==> src/rtl/mmts_pkg.sv <==
// Shared types and constants for the min/max tracking stack.
// No dependencies; used by mmts_cell, the top level and the bench.
package mmts_pkg;

  localparam int DEPTH_DEF = 256;
  localparam int DATA_WIDTH_DEF = 32;
  localparam int IDX_W = 8;
  localparam int FUNC_W = 2;

  // Operation codes on the func field; the fourth code is ignored.
  typedef enum logic [FUNC_W-1:0] {
    FUNC_PUSH = 2'd0,
    FUNC_POP  = 2'd1,
    FUNC_READ = 2'd2
  } func_t;

  // Broadcast control for the row of stack cells.
  typedef struct packed {
    logic push;   // every cell takes its upper neighbor
    logic pop;    // every cell takes its lower neighbor
    logic load;   // read carry loads the lower neighbor's element
    logic shift;  // read carry moves one cell toward the top
  } cell_ctrl_t;

endpackage

==> src/rtl/mmts_cell.sv <==
// One stack position: element, prefix min/max and a read carry register.
// Depends on mmts_pkg (cell_ctrl_t).
module mmts_cell #(
  parameter int DATA_WIDTH = mmts_pkg::DATA_WIDTH_DEF
) (
  input  logic                          clk,
  input  mmts_pkg::cell_ctrl_t          ctrl,
  input  logic signed [DATA_WIDTH-1:0]  up_elem,
  input  logic signed [DATA_WIDTH-1:0]  up_min,
  input  logic signed [DATA_WIDTH-1:0]  up_max,
  input  logic signed [DATA_WIDTH-1:0]  dn_elem,
  input  logic signed [DATA_WIDTH-1:0]  dn_min,
  input  logic signed [DATA_WIDTH-1:0]  dn_max,
  input  logic signed [DATA_WIDTH-1:0]  dn_carry,
  output logic signed [DATA_WIDTH-1:0]  elem,
  output logic signed [DATA_WIDTH-1:0]  pmin,
  output logic signed [DATA_WIDTH-1:0]  pmax,
  output logic signed [DATA_WIDTH-1:0]  carry
);

  always_ff @(posedge clk) begin
    priority if (ctrl.push) begin
      elem <= up_elem;
      pmin <= up_min;
      pmax <= up_max;
    end else if (ctrl.pop) begin
      elem <= dn_elem;
      pmin <= dn_min;
      pmax <= dn_max;
    end else begin
      elem <= elem;
      pmin <= pmin;
      pmax <= pmax;
    end
  end

  always_ff @(posedge clk) begin
    priority if (ctrl.load) begin
      carry <= dn_elem;
    end else if (ctrl.shift) begin
      carry <= dn_carry;
    end else begin
      carry <= carry;
    end
  end

endmodule

==> config.mk <==
export PLATFORM = sky130hd
export DESIGN_NAME = mmts_cell
export DESIGN_NICKNAME = d
export VERILOG_FILES = /design/src/rtl/mmts_pkg.sv /design/src/rtl/mmts_cell.sv
export SDC_FILE = /design/constraint.sdc
export NUM_CORES = 1
export LEC_CHECK = 0
export BUFFER_PORTS_ARGS = -buffer_cell sky130_fd_sc_hd__buf_2
export CORE_AREA = 3 3 139 141
export DETAILED_ROUTE_END_ITERATION = 12
export DIE_AREA = 0 0 142 144
export MAX_ROUTING_LAYER = met4
export PLACE_DENSITY_LB_ADDON = 0.2
export REMOVE_ABC_BUFFERS = 1
export SLEW_MARGIN = 20
export SYNTH_ARGS = -nofsm -noshare
export SYNTH_HDL_FRONTEND = slang
export SYNTH_SLANG_ARGS = --single-unit
==> constraint.sdc <==
create_clock -name clk -period 8.9 [get_ports clk]
set_input_delay 1.78 -clock clk [delete_from_list [all_inputs] [get_ports clk]]
set_output_delay 1.78 -clock clk [all_outputs]
set_load 0.01 [all_outputs]
======== Word level (Yosys, flattened, before mapping) ========
Cells that the tools add are included.
storage, ports and cells
  register bits ........................... 128
  output and inout bits ................... 128
operators by class
  muxes and demuxes ....................... 8
  reduce and logical (&&, ||, !) cells .... 2
operators by type and width
  kind                number
  $mux W32            8
  $reduce_bool A2 Y1  2

======== Logic depth before layout (Yosys ltp) ========
  word-level depth ........................ 2
  mapped depth ............................ 4
  gate-level depth less buffers ........... 1

======== Least setup slack after synthesis ========
Ideal clock, no wire load.
  path type ............................... input to register
  start ................................... input ctrl[3] in the netlist's numbering
  end ..................................... register elem[0] (enable)
  setup time .............................. 0.461 ns
  arrival time ............................ 4.308 ns
  setup slack ............................. 4.132 ns
  cell stages on the path ................. 4
  path buffers ............................ 3
  path through ............................ buf_6 > buf_6 > buf_6 > or2_1
between the ends
  longest elaborated chain between the ends .. 1
RTL lines
  what                          line             text
  start, declared               mmts_cell.sv:7   input mmts_pkg::cell_ctrl_t ctrl,
  $reduce_bool A2 Y1 (no line)  --
  end signal, assigned          mmts_cell.sv:23  elem <= up_elem;
  end signal, assigned          mmts_cell.sv:27  elem <= dn_elem;
  end signal, assigned          mmts_cell.sv:31  elem <= elem;
  end, declared                 mmts_cell.sv:15  output logic signed [DATA_WIDTH-1:0] elem,
Every way passes these cells.
A chain may end at the register's enable or synchronous reset.

======== Final worst setup path ========
  start ................................... input ctrl[3] in the netlist's numbering
  end ..................................... register elem[9] (enable)
Same word-level chain as after synthesis.

==> flow_summary.ini <==
[global_route]
grt_use_met3_pct = 5.36
grt_pass1_vias = 4145
met1_usage_pct = 16.9
overflow = 0
grt_use_met2_pct = 26.5
track_usage_pct = 15.5
grt-busiest-layer = met2
grt_start_max_net_pins = 67
antenna_found_initial = 1
grt_pass1_wl_um = 22700

[cells_and_area]
final_common_cell = buf_2
synthToLayoutAreaGrowth_pct = 45.5
layout-drive-gt1-share_pct = 79.8
finalNonFillerCells = 876
most-common-layout-cells = 355 x buf_2, 128 x edfxtp_1, 99 x mux2_2, 29 x mux2_4, 17 x clkbuf_16
nNetsFinal = 864
fin_area_sq_um = 8020
n_antenna_cell = 0

[clock_network]
clkTransAtPathRegs_ps = 60
cts_resized = 0
postCtsSetupBuffers = 0
clock-root-buffer = clkbuf_16
cts_tree = yes
htreeDepth = 4
cts_buffer_depth = 2
clkSinkCount = 128
hold_buffers = 0
numCtsBuffers = 17

[worst_hold_path]
hold_class = primary input to flop
min_path_cells = 2

[synthesis]
syn_inst = 273
ys_types = 7
synth_fa_ha_area_share_pct = 0
synth_top_family_by_area = multiplexers
synthXorXnorAreaFrac_pct = 0
synth_warnings = 0
synth_compound_area_share_pct = 0
synth_simple_gate_area_share_pct = 0.227
synth_mux_area_share_pct = 28.1
syn_area_sq_um = 5510
postSynthAreaPerCell_sq_um = 20.2
synthTopCellsByArea = edfxtp_1 70%, mux2_2 20%, mux2_4 7.9%
synth_top_area_share_pct = 69.7
ys_ff_latch = 128
yosysSeqAreaShare_pct = 69.7
synth_area_leader_cell = edfxtp_1

[worst_setup_path]
start_kind = primary input
crit_slowest_cell = buf_4
critPathArrivalTime_ps = 3730
path_cells = buf_4 -> or2_4 -> buf_4
worstSetupEndpointType = flop
crit_required_ps = 8930
cp_max_fo = 66
cpPeakStageDelay_ps = 730
path_common_cell = buf_4
crit_type = primary input to flop

[floorplan]
rows = 49
die_x_um = 142
start_util_pct = 30.5
die-area_sq_um = 20400
die_y_um = 144
io-pin-count = 357
core_sq_um = 18100

[placed_design]
placed_cells_incl_taps = 845
port_buffers = 356
place_congestion = 0.769
postPlaceCellArea_sq_um = 7490
dp_slack_ps = 4730
hpwlAfterDp_um = 12200

[timing]
setup_violations = 0
final_max_slew_viol_count = 0
whs_ps = 1660
fin_crit_ps = 3700
finalHoldViolations = 0
relSlewSlack_pct = 40.3
fin_ws_ps = 5200
worst_slew_pin_slew_ps = 896
rsz0062_at_grt = no
max_freq_ghz = 0.270
setup-tns-final_ps = 0
period_share_pct = 41.5

[drt]
ant_nets = 0
wl_per_cell_um = 18.3
drt_iter0_drc = 153
viasPerCell = 4.36
drcViolationCount = 0
vias = 3823
dr.pass1.iters = 4
finalWirelength_um = 16000

[pwr]
vdd_drop_max_uv = 126
powerDensity_nw_per_um2 = 203
p_leak_nw = 3.60

[run_status]
status = completed

[flow_run]
max_cap_viol_count = 0
## cell families after synthesis
| family | count (synthesis) |
|---|---|
| multiplexers | 128 |
| AND/OR/NAND/NOR | 2 |
| buffers and inverters | 15 |
| flip-flops | 128 |
## cell type report
class | instances | area, sq um
clock inverter | 13 | 98.8
tap | 229 | 287
clock buffer | 18 | 429
sequential | 128 | 3840
timing repair buffer | 358 | 1800
fill | 1701 | 10100
multi-input combinational | 130 | 1570
## path summary, 6_finish.rpt
check / slack [ps] / from / to
worst min-delay path: 1660 / dn_min[10] / pmin[10]
worst max-delay path: 5200 / ctrl[3] / elem[9]
## routing by layer
metal / share of wire (%) / routed length, um / up-vias
met4: 1.1 / 172 / 0
met2: 52 / 8340 / 217
li1: - / - / 1806
met1: 38 / 6120 / 1788
met5: 0 / 0 / -
met3: 8.7 / 1400 / 12
## Yosys cell counts (all sizes together)
cell type,n
buf,15
mux2,128
edfxtp,128
or2,2
## power by group
part	leakage, nW	internal (W)	total, W	switching [W]
clock	0.256	0.000377	0.000631	0.000254
sequential	1.30	0.000741	0.000757	0.0000160
combinational	2.04	0.000125	0.000242	0.000117
total	3.60	0.00124	0.00163	0.000387
## critical path: cells and delay by family
kind / cells / cell delay [ps]
buffers and inverters: 2 / 1280
AND/OR/NAND/NOR: 1 / 530
## sequential cells by signal (all words and copies together), names as in the netlist
| name | count |
|---|---|
| pmax | 32 |
| elem | 32 |
| carry | 32 |
| pmin | 32 |
## metrics by stage
stage | utilization [%] | total power, W
after floorplan | - | 0.000872
after global placement | 41.4 | 0.00101
after detailed placement | 41.4 | 0.00102
after CTS | 44.4 | 0.00166
after global routing | 44.4 | 0.00170
final | 44.4 | 0.00163
Power figures use the tool's default switching activity.
