### src/rtl/mmts_out_buf.sv
// Two-word result buffer between the stack core and the output channel.
// Depends on nothing but its WIDTH parameter.
module mmts_out_buf #(
  parameter int WIDTH = 8
) (
  input  logic             clk,
  input  logic             rst,
  input  logic             wr,
  input  logic [WIDTH-1:0] wdata,
  output logic             full,
  output logic             valid,
  input  logic             ready,
  output logic [WIDTH-1:0] rdata
);

  logic [WIDTH-1:0] slot0;
  logic [WIDTH-1:0] slot1;
  logic [1:0]       cnt;
  logic             take;

  assign valid = (cnt != 2'd0);
  assign full  = (cnt == 2'd2);
  assign rdata = slot0;
  assign take  = valid && ready;

  always_ff @(posedge clk) begin
    if (rst) begin
      cnt <= 2'd0;
    end else begin
      unique case ({wr, take})
        2'b10:   cnt <= cnt + 2'd1;
        2'b01:   cnt <= cnt - 2'd1;
        default: cnt <= cnt;
      endcase
    end
  end

  always_ff @(posedge clk) begin
    unique case ({wr, take})
      2'b10: begin
        if (cnt == 2'd0) begin
          slot0 <= wdata;
        end else begin
          slot1 <= wdata;
        end
      end
      2'b01: begin
        slot0 <= slot1;
      end
      2'b11: begin
        if (cnt == 2'd1) begin
          slot0 <= wdata;
        end else begin
          slot0 <= slot1;
          slot1 <= wdata;
        end
      end
      default: begin
      end
    endcase
  end

  // a word is never written into a full buffer
  a_no_overflow: assert property (@(posedge clk) disable iff (rst) wr |-> !full)
    else $error("result buffer overflow");
  // occupancy never exceeds two words
  a_cnt_range: assert property (@(posedge clk) disable iff (rst) cnt != 2'd3)
    else $error("result buffer count out of range");

endmodule

### config.mk
export PLATFORM = sky130hd
export DESIGN_NAME = mmts_out_buf
export DESIGN_NICKNAME = d
export VERILOG_FILES = /design/src/rtl/mmts_out_buf.sv
export SDC_FILE = /design/constraint.sdc
export NUM_CORES = 1
export LEC_CHECK = 0
export BUFFER_PORTS_ARGS = -buffer_cell sky130_fd_sc_hd__buf_2
export CAP_MARGIN = 20
export CORE_ASPECT_RATIO = 1.2
export CORE_MARGIN = 10
export CORE_UTILIZATION = 44
export CTS_CLUSTER_DIAMETER = 60
export DETAILED_ROUTE_END_ITERATION = 10
export GPL_TIMING_DRIVEN = 0
export PLACE_DENSITY = 0.72
export SLEW_MARGIN = 20
export SYNTH_ARGS = -nofsm -noshare
export SYNTH_HDL_FRONTEND = slang
export SYNTH_SLANG_ARGS = --single-unit
### constraint.sdc
create_clock -name clk -period 1.8 [get_ports clk]
set_clock_uncertainty 0.2 [all_clocks]
set_input_delay 0.45 -clock clk [delete_from_list [all_inputs] [get_ports clk]]
set_output_delay 0.45 -clock clk [all_outputs]
set_load 0.02 [all_outputs]
; ---- Word level (Yosys, flattened, before mapping)
; Cells that the tools add are included.
[word_totals]
elab_cells = 28
out_inout_bits = 10
reg_bits = 18
in_bits = 12
[op_classes]
addsub = 2
n_reduce_logical = 8
n_eq_ne = 8
muxes = 7
[op_table]
columns = cell, n
row1 = 8-bit 2-to-1 mux, 4
row2 = 8-bit one-hot mux with 3 select lines, 1
row3 = 8-bit one-hot mux with 2 select lines, 1
row4 = "2-bit == test, second input constant", 3
row5 = "2-bit != test, second input constant", 3
row6 = 2-bit nonzero test, 3
row7 = "2-bit by 1-bit == test with 1-bit output, second input constant", 2
row8 = 2-bit one-hot mux with 2 select lines, 1
row9 = 3-bit AND reduction, 1
row10 = 3-bit nonzero test, 1
row11 = "2-bit by 1-bit adder with 2-bit output, second input constant", 1
row12 = 2-bit logical NOT, 1
row13 = 2-bit AND reduction, 1
row14 = "2-bit by 1-bit subtractor with 2-bit output, second input constant", 1
row15 = 1-bit logical AND, 1

; ---- Logic depth before layout (Yosys ltp)
[logic_depth]
word_depth = 5
depth_mapped = 5
mapped_depth_nobuf = 5

; ---- Least setup slack after synthesis
; Ideal clock, no wire load.
[synth_path]
kind = register to register
start = register cnt[0]
end = register slot1[0] (enable)
t_required_ns = 1.214
path_stages_with_launch = 4
setup_slack_ns = -0.168
period_less_slack_ns = 1.968
n_path_buf = 0
setup_time_ns = 0.386
arrival_time_ns = 1.381
path_cell_list = dfxtp_1 -> inv_1 -> ha_1 -> a211oi_1
[synth_between]
elab_chain_len = 5
word_cells_on_any_way = 10
classes_between = eq/ne (5) / reduce/logical (5)
[synth_rtl]
columns = item, line
row1 = "start, declared", 18  ; logic [1:0] cnt;
row2 = "start signal, assigned", 31  ; 2'b10: cnt <= cnt + 2'd1;
row3 = "start signal, assigned", 32  ; 2'b01: cnt <= cnt - 2'd1;
row4 = "start signal, assigned", 33  ; default: cnt <= cnt;
row5 = 2-bit nonzero test, 21  ; assign valid = (cnt != 2'd0);
row6 = 1-bit logical AND, 24  ; assign take = valid && ready;
row7 = 2-bit == test, 39  ; unique case ({wr, take})
row8 = 2-bit != test (no line) or 2-bit nonzero test (tied branches), -
row9 = 3-bit AND reduction (no line) *, -
row10 = "end signal, assigned", 44  ; slot1 <= wdata;
row11 = "end signal, assigned", 55  ; slot1 <= wdata;
row12 = "end, declared", 17  ; logic [WIDTH-1:0] slot1;
; Every way passes the cells marked *; elsewhere a longest branch is shown, timed or not.
; A chain may end at the register's enable or synchronous reset.

; ---- Worst setup path in the final report
[layout_path]
start = register cnt[0]
end = output port valid
[layout_between]
elab_chain_len = 1
[layout_rtl]
columns = item, line
row1 = 2-bit nonzero test, 21
row2 = "end, declared", 11  ; output logic valid,
; Every way passes these cells.

==> results.py <==
metrics = {
    "sta": {
        "finalHoldViolCount": 0,
        "grt_setup_unrepaired": "false",
        "timing_max_transition_violations_final": 0,
        "period_share": 0.9481,
        "finalWorstPathRequiredPeriod_ps": 1707,
        "finalHoldWorstSlack_ps": 152.8,
        "setup-violations-final": 0,
        "worst_relative_slew_slack": 0.6958,
        "fmax_mhz": 585.9,
        "tightest_slew_ps": 454.8,
    },
    "detailed_routing": {
        "total_via_count_in_the_routed_design": 436,
        "post-route-drc-count": 0,
        "viasPerCell": 4.791,
        "drt_iter0_drc": 8,
        "drt-wirelength-per-cell_um": 14.27,
        "route.antenna.remaining_nets": 0,
        "firstDrtPassIters": 2,
        "drt-total-wl_um": 1299,
    },
    "global_route": {
        "grt.overflow.total": 0,
        "antenna_found_initial": 0,
        "met1_track_usage_gr": 0.08041,
        "grt_pass1_wl_um": 2145,
        "grt_most_used_layer": "met2",
        "grt_pass1_vias": 491,
        "grtUsageMet2": 0.1090,
        "grt_start_max_net_pins": 11,
        "groute.layer.met3.usage": 0.03654,
        "grt_util_all_layers": 0.07173,
    },
    "critical_path": {
        "critical_path_arrival_ps": 1060,
        "path_class": "reg -> out",
        "cp_data_required_time_ps": 1150,
        "path_cells": "inv_2 > ha_4 > inv_1 > buf_4",
        "timing.critical_path.buf_inv": 3,
        "critPathSlowestCell": "sky130_fd_sc_hd__dfxtp_2",
        "endpoint_kind": "output pin",
        "timing.critical_path.fanout_max": 4,
        "max_stage_delay_ps": 350,
        "start_kind": "register",
        "timing.critical_path.max_delay_family": "flip-flops",
    },
    "yosys": {
        "netlist_area_um2": 774.5,
        "synth.lib_cells_used.distinct": 17,
        "synth.top_cell.area_share": 0.6204,
        "yosysTopAreaCell": "sky130_fd_sc_hd__edfxtp_1",
        "synth.ff_latch_count": 18,
        "mappedNetlistNets": 62,
        "synthCells": 47,
        "synth_top_cells_by_area": "sky130_fd_sc_hd__edfxtp_1 (62%), sky130_fd_sc_hd__mux2_2 (12%), sky130_fd_sc_hd__dfxtp_1 (5.2%)",
        "yosys_warnings": 0,
        "avgSynthCellArea_um2": 16.48,
        "sequential_area_share_after_synthesis": 0.6721,
    },
    "pwr": {
        "leakagePower_nw": 0.3943,
        "total_power_mw": 1.318,
        "power_per_cell_area_nw_per_um2": 1358,
        "power.ir.vdd_worst_uv": 793.4,
    },
    "clock_tree": {
        "numClockSinks": 18,
        "numCtsBuffers": 3,
        "register_clock_pin_slew_on_the_reported_worst_setup_and_hold_paths_ps": 100,
        "h-tree-depth": 1,
        "clockRootBuffer": "sky130_fd_sc_hd__clkbuf_4",
        "clk_path_buf_depth": 2,
        "clock_insertion_delay_worst_skew_ps": 280,
        "postCtsHoldBufs": 0,
        "tritoncts_clock_tree": "yes",
    },
    "placed_design": {
        "post-dp-hpwl_um": 1020,
        "routabilityCongestion": 0.6318,
        "io_buffers": 21,
        "place_area_um2": 907.1,
    },
    "cells_and_area": {
        "most_frequent_cells_in_the_layout": "sky130_fd_sc_hd__buf_2 (20), sky130_fd_sc_hd__edfxtp_1 (16), sky130_fd_sc_hd__mux2_2 (8)",
        "antenna_cells_inserted": 0,
        "layout_cells_sized_above_1": 0.6027,
        "design.final.nets": 89,
        "layout_commonest_cell": "sky130_fd_sc_hd__buf_2",
        "syn2layout_area_growth_pct": 25.36,
        "final_design_area_no_fill_um2": 970.9,
    },
    "floorplanning": {
        "die_h_um": 65.96,
        "die-area_um2": 3845,
        "initial_core_util": 0.4661,
        "chipWidth_um": 58.30,
        "fp-row-count": 16,
        "io_pins": 22,
        "design.core.area_um2": 1662,
    },
    "job": {
        "number_of_violations_of_the_max_capacitance_limit": 0,
    },
    "min_path": {
        "hold_path.class": "in -> reg",
    },
    "outcome": {
        "outcome": "finished, final reports clean",
    },
}
-- area by class of cell --
type                            count  area (µm²)
Inverter                            4       15.01
Clock buffer                        4       26.28
Tap cell                           18       22.52
Multi-Input combinational cell     25       269.0
Timing Repair Buffer               22       115.1
Sequential cell                    18       523.0
Fill cell                         150       690.7
-- cell usage after synthesis (all sizes together) --
library cell and count:
nor2 3, xnor2 1, mux2i 1, nor2b 1
o22ai 1, and2 1, mux2 9, dfxtp 2
ha 3, a21o 1, nand2b 1, nand2 2
inv 4, edfxtp 16, a211oi 1
-- metrics by stage --
step	setup TNS (ps)	setup slack, ps	util	std cells
detailed placement	-1096	-93.03	0.5459	86
CTS	-0.6600	-0.6600	0.5745	90
global route	0	10.86	0.5843	91
floorplan	0	90.52	-	47
finish	0	93.34	0.5843	91
global placement	-1279	-130.6	0.5459	86
-- registers in the layout (all words and copies together), names as in the netlist --
| signal | count |
|---|---|
| slot1 | 8 |
| cnt | 2 |
| rdata | 8 |
-- repair_timing --
action,CTS,global route
setup endpoints to repair,17,10
pin swaps,0,1
gates resized for setup,4,5
buffers inserted,0,1
-- cell families after synthesis --
logic type	Yosys count	share of synthesized area
xor+xnor	1	0.02101
buf+inv	4	0.01938
flops	18	0.6721
compound gates	3	0.02909
simple gates	8	0.06140
mux	10	0.1486
fa+ha+maj	3	0.04847
-- report_power, final --
group          leakage [nW]  internal (mW)  switching, mW
clock                0.0150         0.0859          0.115
combinational         0.211          0.216          0.285
sequential            0.169          0.587         0.0292
total                 0.394          0.888          0.430
-- layer usage --
layer,vias up,part of all wire,wire length (µm)
met4,0,0.010,13
met3,2,0.077,100
met2,15,0.45,587
li1,219,-,-
met1,200,0.46,597
met5,-,0,0
-- worst register-to-register path: cells and delay by family (launching register included) --
kind,cells,cell delay [ps]
adders and majority gates,1,170
DFF,1,360
AOI/OAI and AO/OA,1,430
buffers and inverters,2,200
-- final timing paths --
kind,to,slack [ps],startpoint,cells past startpoint
max,valid,90,cnt[0]$_SDFFE_PP0P_,4
min,slot1[5]$_DFFE_PP_,150,wdata[5],1
max reg2reg,slot1[2]$_DFFE_PP_,100,cnt[0]$_SDFFE_PP0P_,4
min reg2reg,cnt[1]$_SDFFE_PP0P_,310,cnt[1]$_SDFFE_PP0P_,2
Note: power is estimated with default switching activity, not from simulation.
